==> src/hw/rtl/singular_values_2x2_defines.svh <==
// Assertion macros for the singular_values_2x2 block.
// Expects signals named clock and reset in the including module.
`ifndef SINGULAR_VALUES_2X2_DEFINES_SVH
`define SINGULAR_VALUES_2X2_DEFINES_SVH

// same-cycle implication
`define SV2_ASSERT_NOW(label, pre, post) \
   label: assert property (@(posedge clock) disable iff (reset) (pre) |-> (post)) \
      else $error("singular_values_2x2 assertion failed");

// next-cycle implication
`define SV2_ASSERT_NEXT(label, pre, post) \
   label: assert property (@(posedge clock) disable iff (reset) (pre) |=> (post)) \
      else $error("singular_values_2x2 assertion failed");

`endif

==> src/hw/rtl/sv2_pkg.sv <==
// Shared types and constants for the 2x2 singular value block.
// No dependencies.
package sv2_pkg;

   // pipeline control handed to every root cell
   typedef struct packed {
      logic adv;
   } pipe_ctl_type;

   // low bits of the trial value 4*root+1 in one root digit step
   localparam logic [1:0] TRIAL_TAIL = 2'b01;

endpackage

==> src/hw/rtl/sv2_cell.sv <==
// One digit step of a pipelined floor square root, for LANES lanes at once.
// Depends on sv2_pkg.
module sv2_cell #(
   parameter int ROOT_BITS = 17,
   parameter int LANES     = 1
) (
   input  logic                           clock,
   input  sv2_pkg::pipe_ctl_type          ctl,
   input  logic [LANES*2*ROOT_BITS-1:0]   rad_in,
   input  logic [LANES*(ROOT_BITS+2)-1:0] rem_in,
   input  logic [LANES*ROOT_BITS-1:0]     root_in,
   output logic [LANES*2*ROOT_BITS-1:0]   rad_out,
   output logic [LANES*(ROOT_BITS+2)-1:0] rem_out,
   output logic [LANES*ROOT_BITS-1:0]     root_out
);
   import sv2_pkg::*;

   localparam int XW = 2 * ROOT_BITS;
   localparam int RW = ROOT_BITS + 2;

   logic [RW-1:0]              rem_sh [LANES];
   logic [RW-1:0]              trial  [LANES];
   logic [LANES*XW-1:0]        rad_ff, rad_in_nxt;
   logic [LANES*RW-1:0]        rem_ff, rem_nxt;
   logic [LANES*ROOT_BITS-1:0] root_ff, root_nxt;

   always_comb begin
      for (int l = 0; l < LANES; l++) begin
         // bring down the next two radicand bits
         rem_sh[l] = {rem_in[l*RW +: ROOT_BITS], rad_in[l*XW + XW - 2 +: 2]};
         trial[l]  = {root_in[l*ROOT_BITS +: ROOT_BITS], TRIAL_TAIL};
         rad_in_nxt[l*XW +: XW] = {rad_in[l*XW +: XW-2], 2'b00};
         if (rem_sh[l] >= trial[l]) begin
            rem_nxt[l*RW +: RW] = rem_sh[l] - trial[l];
            root_nxt[l*ROOT_BITS +: ROOT_BITS] =
               {root_in[l*ROOT_BITS +: ROOT_BITS-1], 1'b1};
         end else begin
            rem_nxt[l*RW +: RW] = rem_sh[l];
            root_nxt[l*ROOT_BITS +: ROOT_BITS] =
               {root_in[l*ROOT_BITS +: ROOT_BITS-1], 1'b0};
         end
      end
   end

   always_ff @(posedge clock) begin
      if (ctl.adv) begin
         rad_ff  <= rad_in_nxt;
         rem_ff  <= rem_nxt;
         root_ff <= root_nxt;
      end
   end

   assign rad_out  = rad_ff;
   assign rem_out  = rem_ff;
   assign root_out = root_ff;

endmodule

==> config.mk <==
export PLATFORM = sky130hd
export DESIGN_NAME = sv2_cell
export DESIGN_NICKNAME = d
export VERILOG_FILES = /design/src/hw/rtl/singular_values_2x2_defines.svh /design/src/hw/rtl/sv2_pkg.sv /design/src/hw/rtl/sv2_cell.sv
export SDC_FILE = /design/constraint.sdc
export NUM_CORES = 1
export LEC_CHECK = 0
export ABC_CLOCK_PERIOD_IN_PS = 2100
export BUFFER_PORTS_ARGS = -buffer_cell sky130_fd_sc_hd__buf_2
export CAP_MARGIN = 20
export CORE_MARGIN = 10
export CORE_UTILIZATION = 44
export DETAILED_ROUTE_END_ITERATION = 8
export PLACE_DENSITY = 0.85
export SYNTH_ARGS = -nofsm -noshare
export SYNTH_HDL_FRONTEND = slang
export SYNTH_SLANG_ARGS = --single-unit
==> constraint.sdc <==
create_clock -name clock -period 2.1 [get_ports clock]
set_input_delay 0.105 -clock clock [delete_from_list [all_inputs] [get_ports clock]]
set_output_delay 0.105 -clock clock [all_outputs]
set_load 0.01 [all_outputs]
==> results of run 1 <==
[report_power, final]
part / leakage [nW] / internal, W / switching [W]
sequential: 0.665 / 0.00165 / 0.0000376
combinational: 1.66 / 0.000516 / 0.000515
clock: 0.129 / 0.000907 / 0.000541
total: 2.46 / 0.00307 / 0.00109
[cell families (layout without fill, tap and decap cells)]
kind of cell / count (synthesis) / after routing / share of synthesized area
mux: 19 / 19 / 0.0639
xor+xnor: 13 / 13 / 0.0321
buf+inv: 35 / 272 / 0.0558
fa+ha+maj: 19 / 19 / 0.0671
compound gates: 65 / 65 / 0.140
flops: 68 / 68 / 0.576
simple gates: 42 / 42 / 0.0632
other cells: 1 / 2 / 0.00106
[layer usage]
layer	part of all wire	wire (µm)
met4	0.017	207
met1	0.39	4770
met5	0	0
met3	0.095	1160
met2	0.50	6070
[state kept, by name (all words and copies together) (netlist names)]
register  flops
root_out     17
rad_out      32
rem_out      19
[path summary, 6_finish.rpt]
kind	start	to	depth (start not counted)
setup / recovery	root_in[10]	rem_out[2]	9
hold / removal	root_in[5]	root_out[6]	2
[critical path: stages]
cell and delay [ps]:
buf_2 170, inv_12 30, ha_4 280, and4_4 290, nand4_2 120, o31ai_2 240, a221o_1 270, buf_12 190
mux2_2 360
[stage by stage]
stage               cell area (µm²)  utilization  hold slack (ps)  setup WS [ps]
floorplan                      3620            -              204          -67.9
global placement               4730        0.609              281           -240
detailed placement             4730        0.609              283           -311
CTS                            5450        0.702             26.0           63.8
global route                   5460        0.702             36.9          -7.81
finish                         5460        0.702             38.0            126
[cell usage in the layout (no fill, tap or decap), types with 3 or more instances in the layout]
cell type | Yosys | routed
a21o_1 | 5 | 5
buf_4 | 3 | 49
clkbuf_8 | 0 | 9
and3_1 | 4 | 4
mux2_2 | 9 | 9
bufinv_16 | 0 | 4
nor2_1 | 10 | 10
a21oi_1 | 11 | 10
mux2_4 | 5 | 5
inv_1 | 23 | 20
nand2_1 | 11 | 11
a211oi_1 | 5 | 5
o211ai_1 | 5 | 5
o21ai_0 | 8 | 8
buf_2 | 1 | 137
edfxtp_1 | 68 | 68
ha_4 | 0 | 4
a21oi_4 | 3 | 3
mux2i_1 | 5 | 5
xor2_1 | 3 | 3
o21a_1 | 6 | 6
ha_1 | 19 | 15
dlygate4sd3_1 | 0 | 46
nor3_1 | 3 | 3
xnor2_1 | 10 | 10
[repair_timing]
item,in CTS,in global routing
hold buffers,46,0
gates resized for setup,0,3
endpoints found under the setup margin,0,14
hold endpoints to repair,46,0
[final cells by class]
cell class              instances  area [µm²]
well taps                     102         128
multi-input cells             160        1370
repair buffers                234        1550
clock inverters                 6         138
clock buffers                   9         124
flip-flops and latches         68        2040
fillers                       529        2310
inverters                      23         101
==> results.toml, run 1 <==
[flow_run]
maxCapViolations = 0

[drt]
vias = 3124
drc = 0
wl_per_cell_um = 20.3
via_per_inst = 5.19
wirelength_mm = 12.2
ant_nets = 0
drtIter0Drc = 220
first_pass_iters = 5

[finish]
final_cells = 602
diodes = 0
drive_gt1_frac = 0.476
nets = 587
area_growth_pct = 54.0

[die]
io_pins = 142
start_util = 0.456
chipHeight_um = 110
dieArea_um2 = 12000
dieWidth_um = 110
core-area_um2 = 7770
rows = 32

[outcome]
status = "complete, no violations"

[global_route]
use_met2 = 0.365
track_usage = 0.203
grt_antenna_before_repair = 0
grt_pass1_wl_mm = 18.6
gr-usage-met1 = 0.222
overflow = 0
use_met3 = 0.0690
grt-busiest-layer = "met2"
grt_max_degree = 69
grt_pass1_vias = 3284

[worst_setup_path]
arrival_ps = 2070
critPathRequiredTime_ps = 2190
start_kind = "input port"
end_kind = "register"
critPathKind = "input port to register"
critPathMaxFanout = 16

[sta]
setup_viol = 0
rsz0062_at_grt = "yes"
layout_min_cycle_time_ps = 1970
min_period_over_period = 0.940
finalHoldViolations = 0
final-max-slew-violation-count = 0
maxClockFrequency_mhz = 506
fin_setup_tns_ps = 0

[synth]
syn_area_um2 = 3540
syn_inst = 262
synth-warning-count = 0
post-synth-top-area-cell = "edfxtp_1"
avgSynthCellArea_um2 = 13.5
synthTopCellsByCount = "68 x edfxtp_1, 23 x inv_1, 19 x ha_1"
synthFlopType = "edfxtp_1"
synth_top_cell_area_share = 0.576
ys_seq_area_frac = 0.576
synth-edff-count = 68
yosys.cell_count.top_type = "edfxtp_1"
synth_seq_cells = 68
async_reset_ff_frac = 0
ys_types = 53
ys_top_cells_by_area = "edfxtp_1 58%, ha_1 6.7%, mux2_2 2.9%, xnor2_1 2.5%, inv_1 2.4%"

[cts]
cts_htree_levels = 3
cts_buffer_depth = 2
cts_sinks = 68
clk_pin_slew_worst_paths_ps = 80
post_cts_buffers = 0
cts_buffers = 9
clock-root-buffer = "clkbuf_8"
cts_tree = "yes"

[power_and_ir_drop]
ir_drop_uv = 400
fin_total_pwr_w = 0.00417
powerDensity_nw_per_um2 = 764
cellLeakagePower_nw = 2.46

[placement]
port_buffers = 137
dp_hpwl_mm = 8.02
placedCellCount = 541
gp_congestion = 0.866

[min_path]
min_path_type = "input port to register"
(Power assumes the default switching activity.)
==> run 2, diff against run 1 <==
--- a/config.mk
+++ b/config.mk
@@ -9,9 +9,9 @@
 export BUFFER_PORTS_ARGS = -buffer_cell sky130_fd_sc_hd__buf_2
 export CAP_MARGIN = 20
 export CORE_MARGIN = 10
-export CORE_UTILIZATION = 44
+export CORE_UTILIZATION = 38
 export DETAILED_ROUTE_END_ITERATION = 8
-export PLACE_DENSITY = 0.85
+export PLACE_DENSITY = 0.76
 export SYNTH_ARGS = -nofsm -noshare
 export SYNTH_HDL_FRONTEND = slang
 export SYNTH_SLANG_ARGS = --single-unit
==> results.toml, run 2 (synthesized netlist as in run 1, its figures left out) <==
[outcome]
status = "complete, no violations"

[sta]
rsz0062_at_grt = "no"
finalHoldViolations = 0
fin_setup_tns_ps = 0
maxClockFrequency_mhz = 507
layout_min_cycle_time_ps = 1970
min_period_over_period = 0.939
final-max-slew-violation-count = 0
setup_viol = 0

[power_and_ir_drop]
cellLeakagePower_nw = 2.46
power_switching_share = 0.256
p_int_w = 0.00295
pwr-share-comb = 0.248
powerDensity_nw_per_um2 = 728
p_switching_w = 0.00102
clkPwrFrac = 0.329
sequentialPowerShare = 0.423
ir_drop_uv = 346

[worst_setup_path]
critPathKind = "input port to register"
path_cells = "buf_2, inv_12, ha_4, and4_1, nand4_2, o31ai_2, a221o_1, buf_4, mux2_4"
max_stage_delay_ps = 350
end_kind = "register"
critPathRequiredTime_ps = 2200
start_kind = "input port"
arrival_ps = 2070
slowest_stage = "and4_1"
critPathMaxFanout = 8

[die]
start_util = 0.387
core-area_um2 = 9150
io_pins = 142
chipHeight_um = 117
dieWidth_um = 117
dieArea_um2 = 13600
rows = 35

[cts]
cts_buffer_depth = 2
cts_tree = "yes"
post_cts_buffers = 0
cts_sinks = 68
clk_pin_slew_worst_paths_ps = 80
clock-root-buffer = "clkbuf_8"
cts_htree_levels = 3
cts_buffers = 9

[finish]
largest_register_ffs = 32
area_growth_pct = 54.0
final_cell_mix = "136 x buf_2, 68 x edfxtp_1, 53 x buf_4"
post-route-cell-area_um2 = 5460
nets = 590
fill_cells = 735
drive_gt1_frac = 0.472
final_common_cell = "buf_2"
diodes = 0

[drt]
ant_nets = 0
vias = 2935
first_pass_iters = 4
drtIter0Drc = 127
wl_per_cell_um = 15.9
via_per_inst = 4.77
wirelength_mm = 9.76
drc = 0

[global_route]
grt_pass1_vias = 3169
overflow = 0
track_usage = 0.143
grt_max_degree = 51
grt-busiest-layer = "met2"
use_met3 = 0.0473
grt_pass1_wl_mm = 15.4
use_met2 = 0.246
grt_antenna_before_repair = 0
gr-usage-met1 = 0.167

[flow_run]
maxCapViolations = 0

[placement]
gp_congestion = 0.859
place_area_um2 = 4740
dp_hpwl_mm = 7.39
port_buffers = 137

[min_path]
min_path_cells = 1
min_path_type = "input port to register"
==> run 2: cell types whose count changed in the layout (fill, tap and decap cells not counted), sizes merged <==
| cell | previous run | this run |
|---|---|---|
| bufinv | 4 | 3 |
| buf | 188 | 190 |
| clkinv | 2 | 3 |
| dlygate4sd3 | 46 | 47 |
| clkbuf | 9 | 10 |
==> run 2: worst max-delay path, delay by kind of cell <==
| family | cells | cell delay, ps |
|---|---|---|
| mux | 1 | 320 |
| buf+inv | 3 | 420 |
| simple gates | 2 | 490 |
| fa+ha+maj | 1 | 280 |
| compound gates | 2 | 460 |
==> run 2: final timing paths <==
check | slack, ps | end | from
max | 130 | rem_out[12] | root_in[10]
min | 70 | root_out[11] | root_in[10]
==> run 2: metrics by stage <==
step / cells / total power [W] / setup slack (ps) / util / hold WS, ps
global placement: 552 / 0.00262 / -186 / 0.518 / 282
detailed placement: 552 / 0.00263 / -243 / 0.518 / 283
finish: 615 / 0.00397 / 128 / 0.596 / 66.8
global route: 615 / 0.00419 / 27.5 / 0.596 / 45.6
floorplan: 263 / 0.00222 / -67.9 / - / 204
CTS: 615 / 0.00403 / 111 / 0.596 / 51.4
==> run 2: layout make-up <==
cell class              instances  area (µm²)  area share
inverters                      23         101      0.0186
repair buffers                237        1570       0.288
well taps                     111         139      0.0255
clock inverters                 6         113      0.0206
multi-input cells             160        1360       0.250
flip-flops and latches         68        2040       0.374
clock buffers                  10         128      0.0234
==> run 2: power groups by stage <==
stage | Clock (W) | Combinational, W | Sequential, W
6_report | 0.00130 | 0.000987 | 0.00168
3_3_place_gp | 0 | 0.000910 | 0.00171
5_1_grt | 0.00141 | 0.00109 | 0.00169
3_5_place_dp | 0 | 0.000925 | 0.00171
4_1_cts | 0.00136 | 0.000997 | 0.00168
2_1_floorplan | 0 | 0.000430 | 0.00179
==> run 2: metal layers <==
metal  wire [µm]  vias up
met5           0        -
met4         128        0
met3         814       12
met2        4670       96
met1        4140     1364
li1            -     1463
==> run 2: timing repair <==
action | 4_1_cts | 5_1_grt
endpoints found under the setup margin | 0 | 1
endpoints found under the hold margin | 47 | 0
hold buffers | 47 | 0
resized for setup | 0 | 1
==> run 3, diff against run 2 <==
--- a/config.mk
+++ b/config.mk
@@ -8,10 +8,11 @@
 export ABC_CLOCK_PERIOD_IN_PS = 2100
 export BUFFER_PORTS_ARGS = -buffer_cell sky130_fd_sc_hd__buf_2
 export CAP_MARGIN = 20
+export CORE_ASPECT_RATIO = 0.9
 export CORE_MARGIN = 10
-export CORE_UTILIZATION = 38
+export CORE_UTILIZATION = 44
 export DETAILED_ROUTE_END_ITERATION = 8
-export PLACE_DENSITY = 0.76
+export PLACE_DENSITY_LB_ADDON = 0.15
 export SYNTH_ARGS = -nofsm -noshare
 export SYNTH_HDL_FRONTEND = slang
 export SYNTH_SLANG_ARGS = --single-unit
==> results.toml, run 3 (synthesized netlist as in run 1, its figures left out) <==
[flow_run]
maxCapViolations = 0

[global_route]
track_usage = 0.157
grt-busiest-layer = "met2"
grt_pass1_wl_mm = 15.3
overflow = 0
grt_max_degree = 69
use_met3 = 0.0572
grt_antenna_before_repair = 0
use_met2 = 0.243
grt_pass1_vias = 3004
gr-usage-met1 = 0.203

[power_and_ir_drop]
ir_drop_uv = 405
powerDensity_nw_per_um2 = 715
cellLeakagePower_nw = 2.41

[worst_setup_path]
start_kind = "input port"
critPathRequiredTime_ps = 2320
arrival_ps = 2180
slowest_stage = "a2111oi_1"
critPathKind = "input port to register"
end_kind = "register"
critPathMaxFanout = 4
path_cells = "buf_2, inv_1, ha_1, nor2b_1, o21ai_0, a21oi_1, buf_4, nor4_1, a2111oi_1, mux2_4"
crit_start = "root_in[0]"
max_stage_delay_ps = 430

[drt]
wirelength_mm = 9.66
drtIter0Drc = 163
via_per_inst = 4.89
vias = 2902
ant_nets = 0
wl_per_cell_um = 16.3
first_pass_iters = 4
drc = 0

[placement]
dp_hpwl_mm = 7.24
port_buffers = 137
gp_congestion = 0.870
place_area_um2 = 4670

[finish]
multiInputGateArea_um2 = 1360
nets = 583
final_common_cell = "buf_2"
area_growth_pct = 51.2
fill_cells = 582
diodes = 0
drive_gt1_frac = 0.465
final_cell_mix = "137 x buf_2, 68 x edfxtp_1, 47 x dlygate4sd3_1"
regArea_um2 = 2040
largest_register_ffs = 32
post-route-cell-area_um2 = 5360

[cts]
cts_tree = "yes"
clock-root-buffer = "clkbuf_8"
cts_htree_levels = 3
cts_sinks = 68
cts_buffer_depth = 2
cts_buffers = 9
clk_pin_slew_worst_paths_ps = 80

[sta]
setup_viol = 0
rsz0062_at_grt = "no"
min_period_over_period = 0.934
finalHoldWorstSlack_ps = 66.3
maxClockFrequency_mhz = 510
layout_min_cycle_time_ps = 1960
finalHoldViolations = 0
final-max-slew-violation-count = 0

[min_path]
min_path_type = "input port to register"
min_from = "root_in[10]"

[die]
dieArea_um2 = 12000
dieWidth_um = 115
io_pins = 142
start_util = 0.460
chipHeight_um = 105
core-area_um2 = 7690
rows = 30

[outcome]
status = "complete, no violations"
## run 3: layer usage
layer	routed length [µm]	share of wire
met5	0	0
met4	91	0.0094
met3	1010	0.10
met2	4330	0.45
met1	4230	0.44
## run 3: power by group
part | switching [W] | total, W | internal (W) | leakage, nW
Sequential | 0.0000308 | 0.00168 | 0.00165 | 0.665
Clock | 0.000510 | 0.00118 | 0.000671 | 0.111
Combinational | 0.000468 | 0.000969 | 0.000501 | 1.64
Total | 0.00101 | 0.00383 | 0.00282 | 2.41
## run 3: what timing repair did
item,CTS,global route
resized for setup,0,1
hold endpoints to repair,47,0
setup endpoints to repair,0,1
setup buffers,0,0
hold buffers,47,0
## run 3: layout make-up
type,count,area share
Multi-Input combinational cell,160,0.255
Sequential cell,68,0.381
Inverter,23,0.0189
Clock buffer,10,0.0238
Timing Repair Buffer,230,0.283
Tap cell,96,0.0224
Clock inverter,6,0.0164
## run 3: path summary, 6_finish.rpt
path | endpoint | slack, ps | depth (start not counted)
setup / recovery | rem_out[12] | 140 | 10
hold / removal | root_out[11] | 70 | 1
## run 3: critical path: cells and delay by family
family / cells / cell delay (ps)
AO/OA/AOI/OAI: 3 / 970
adder cells (fa/ha/maj): 1 / 330
buffers and inverters: 3 / 320
multiplexers: 1 / 230
AND/OR/NAND/NOR: 2 / 240
## run 3: metrics by stage
step / setup slack, ps / TNS [ps] / instances / utilization / total power (W)
floorplan: -67.9 / -339 / 263 / - / 0.00222
global placement: -161 / -2320 / 530 / 0.607 / 0.00260
detailed placement: -308 / -3350 / 530 / 0.607 / 0.00262
CTS: 56.3 / 0 / 593 / 0.696 / 0.00388
global route: 25.5 / 0 / 593 / 0.696 / 0.00403
finish: 140 / 0 / 593 / 0.696 / 0.00383
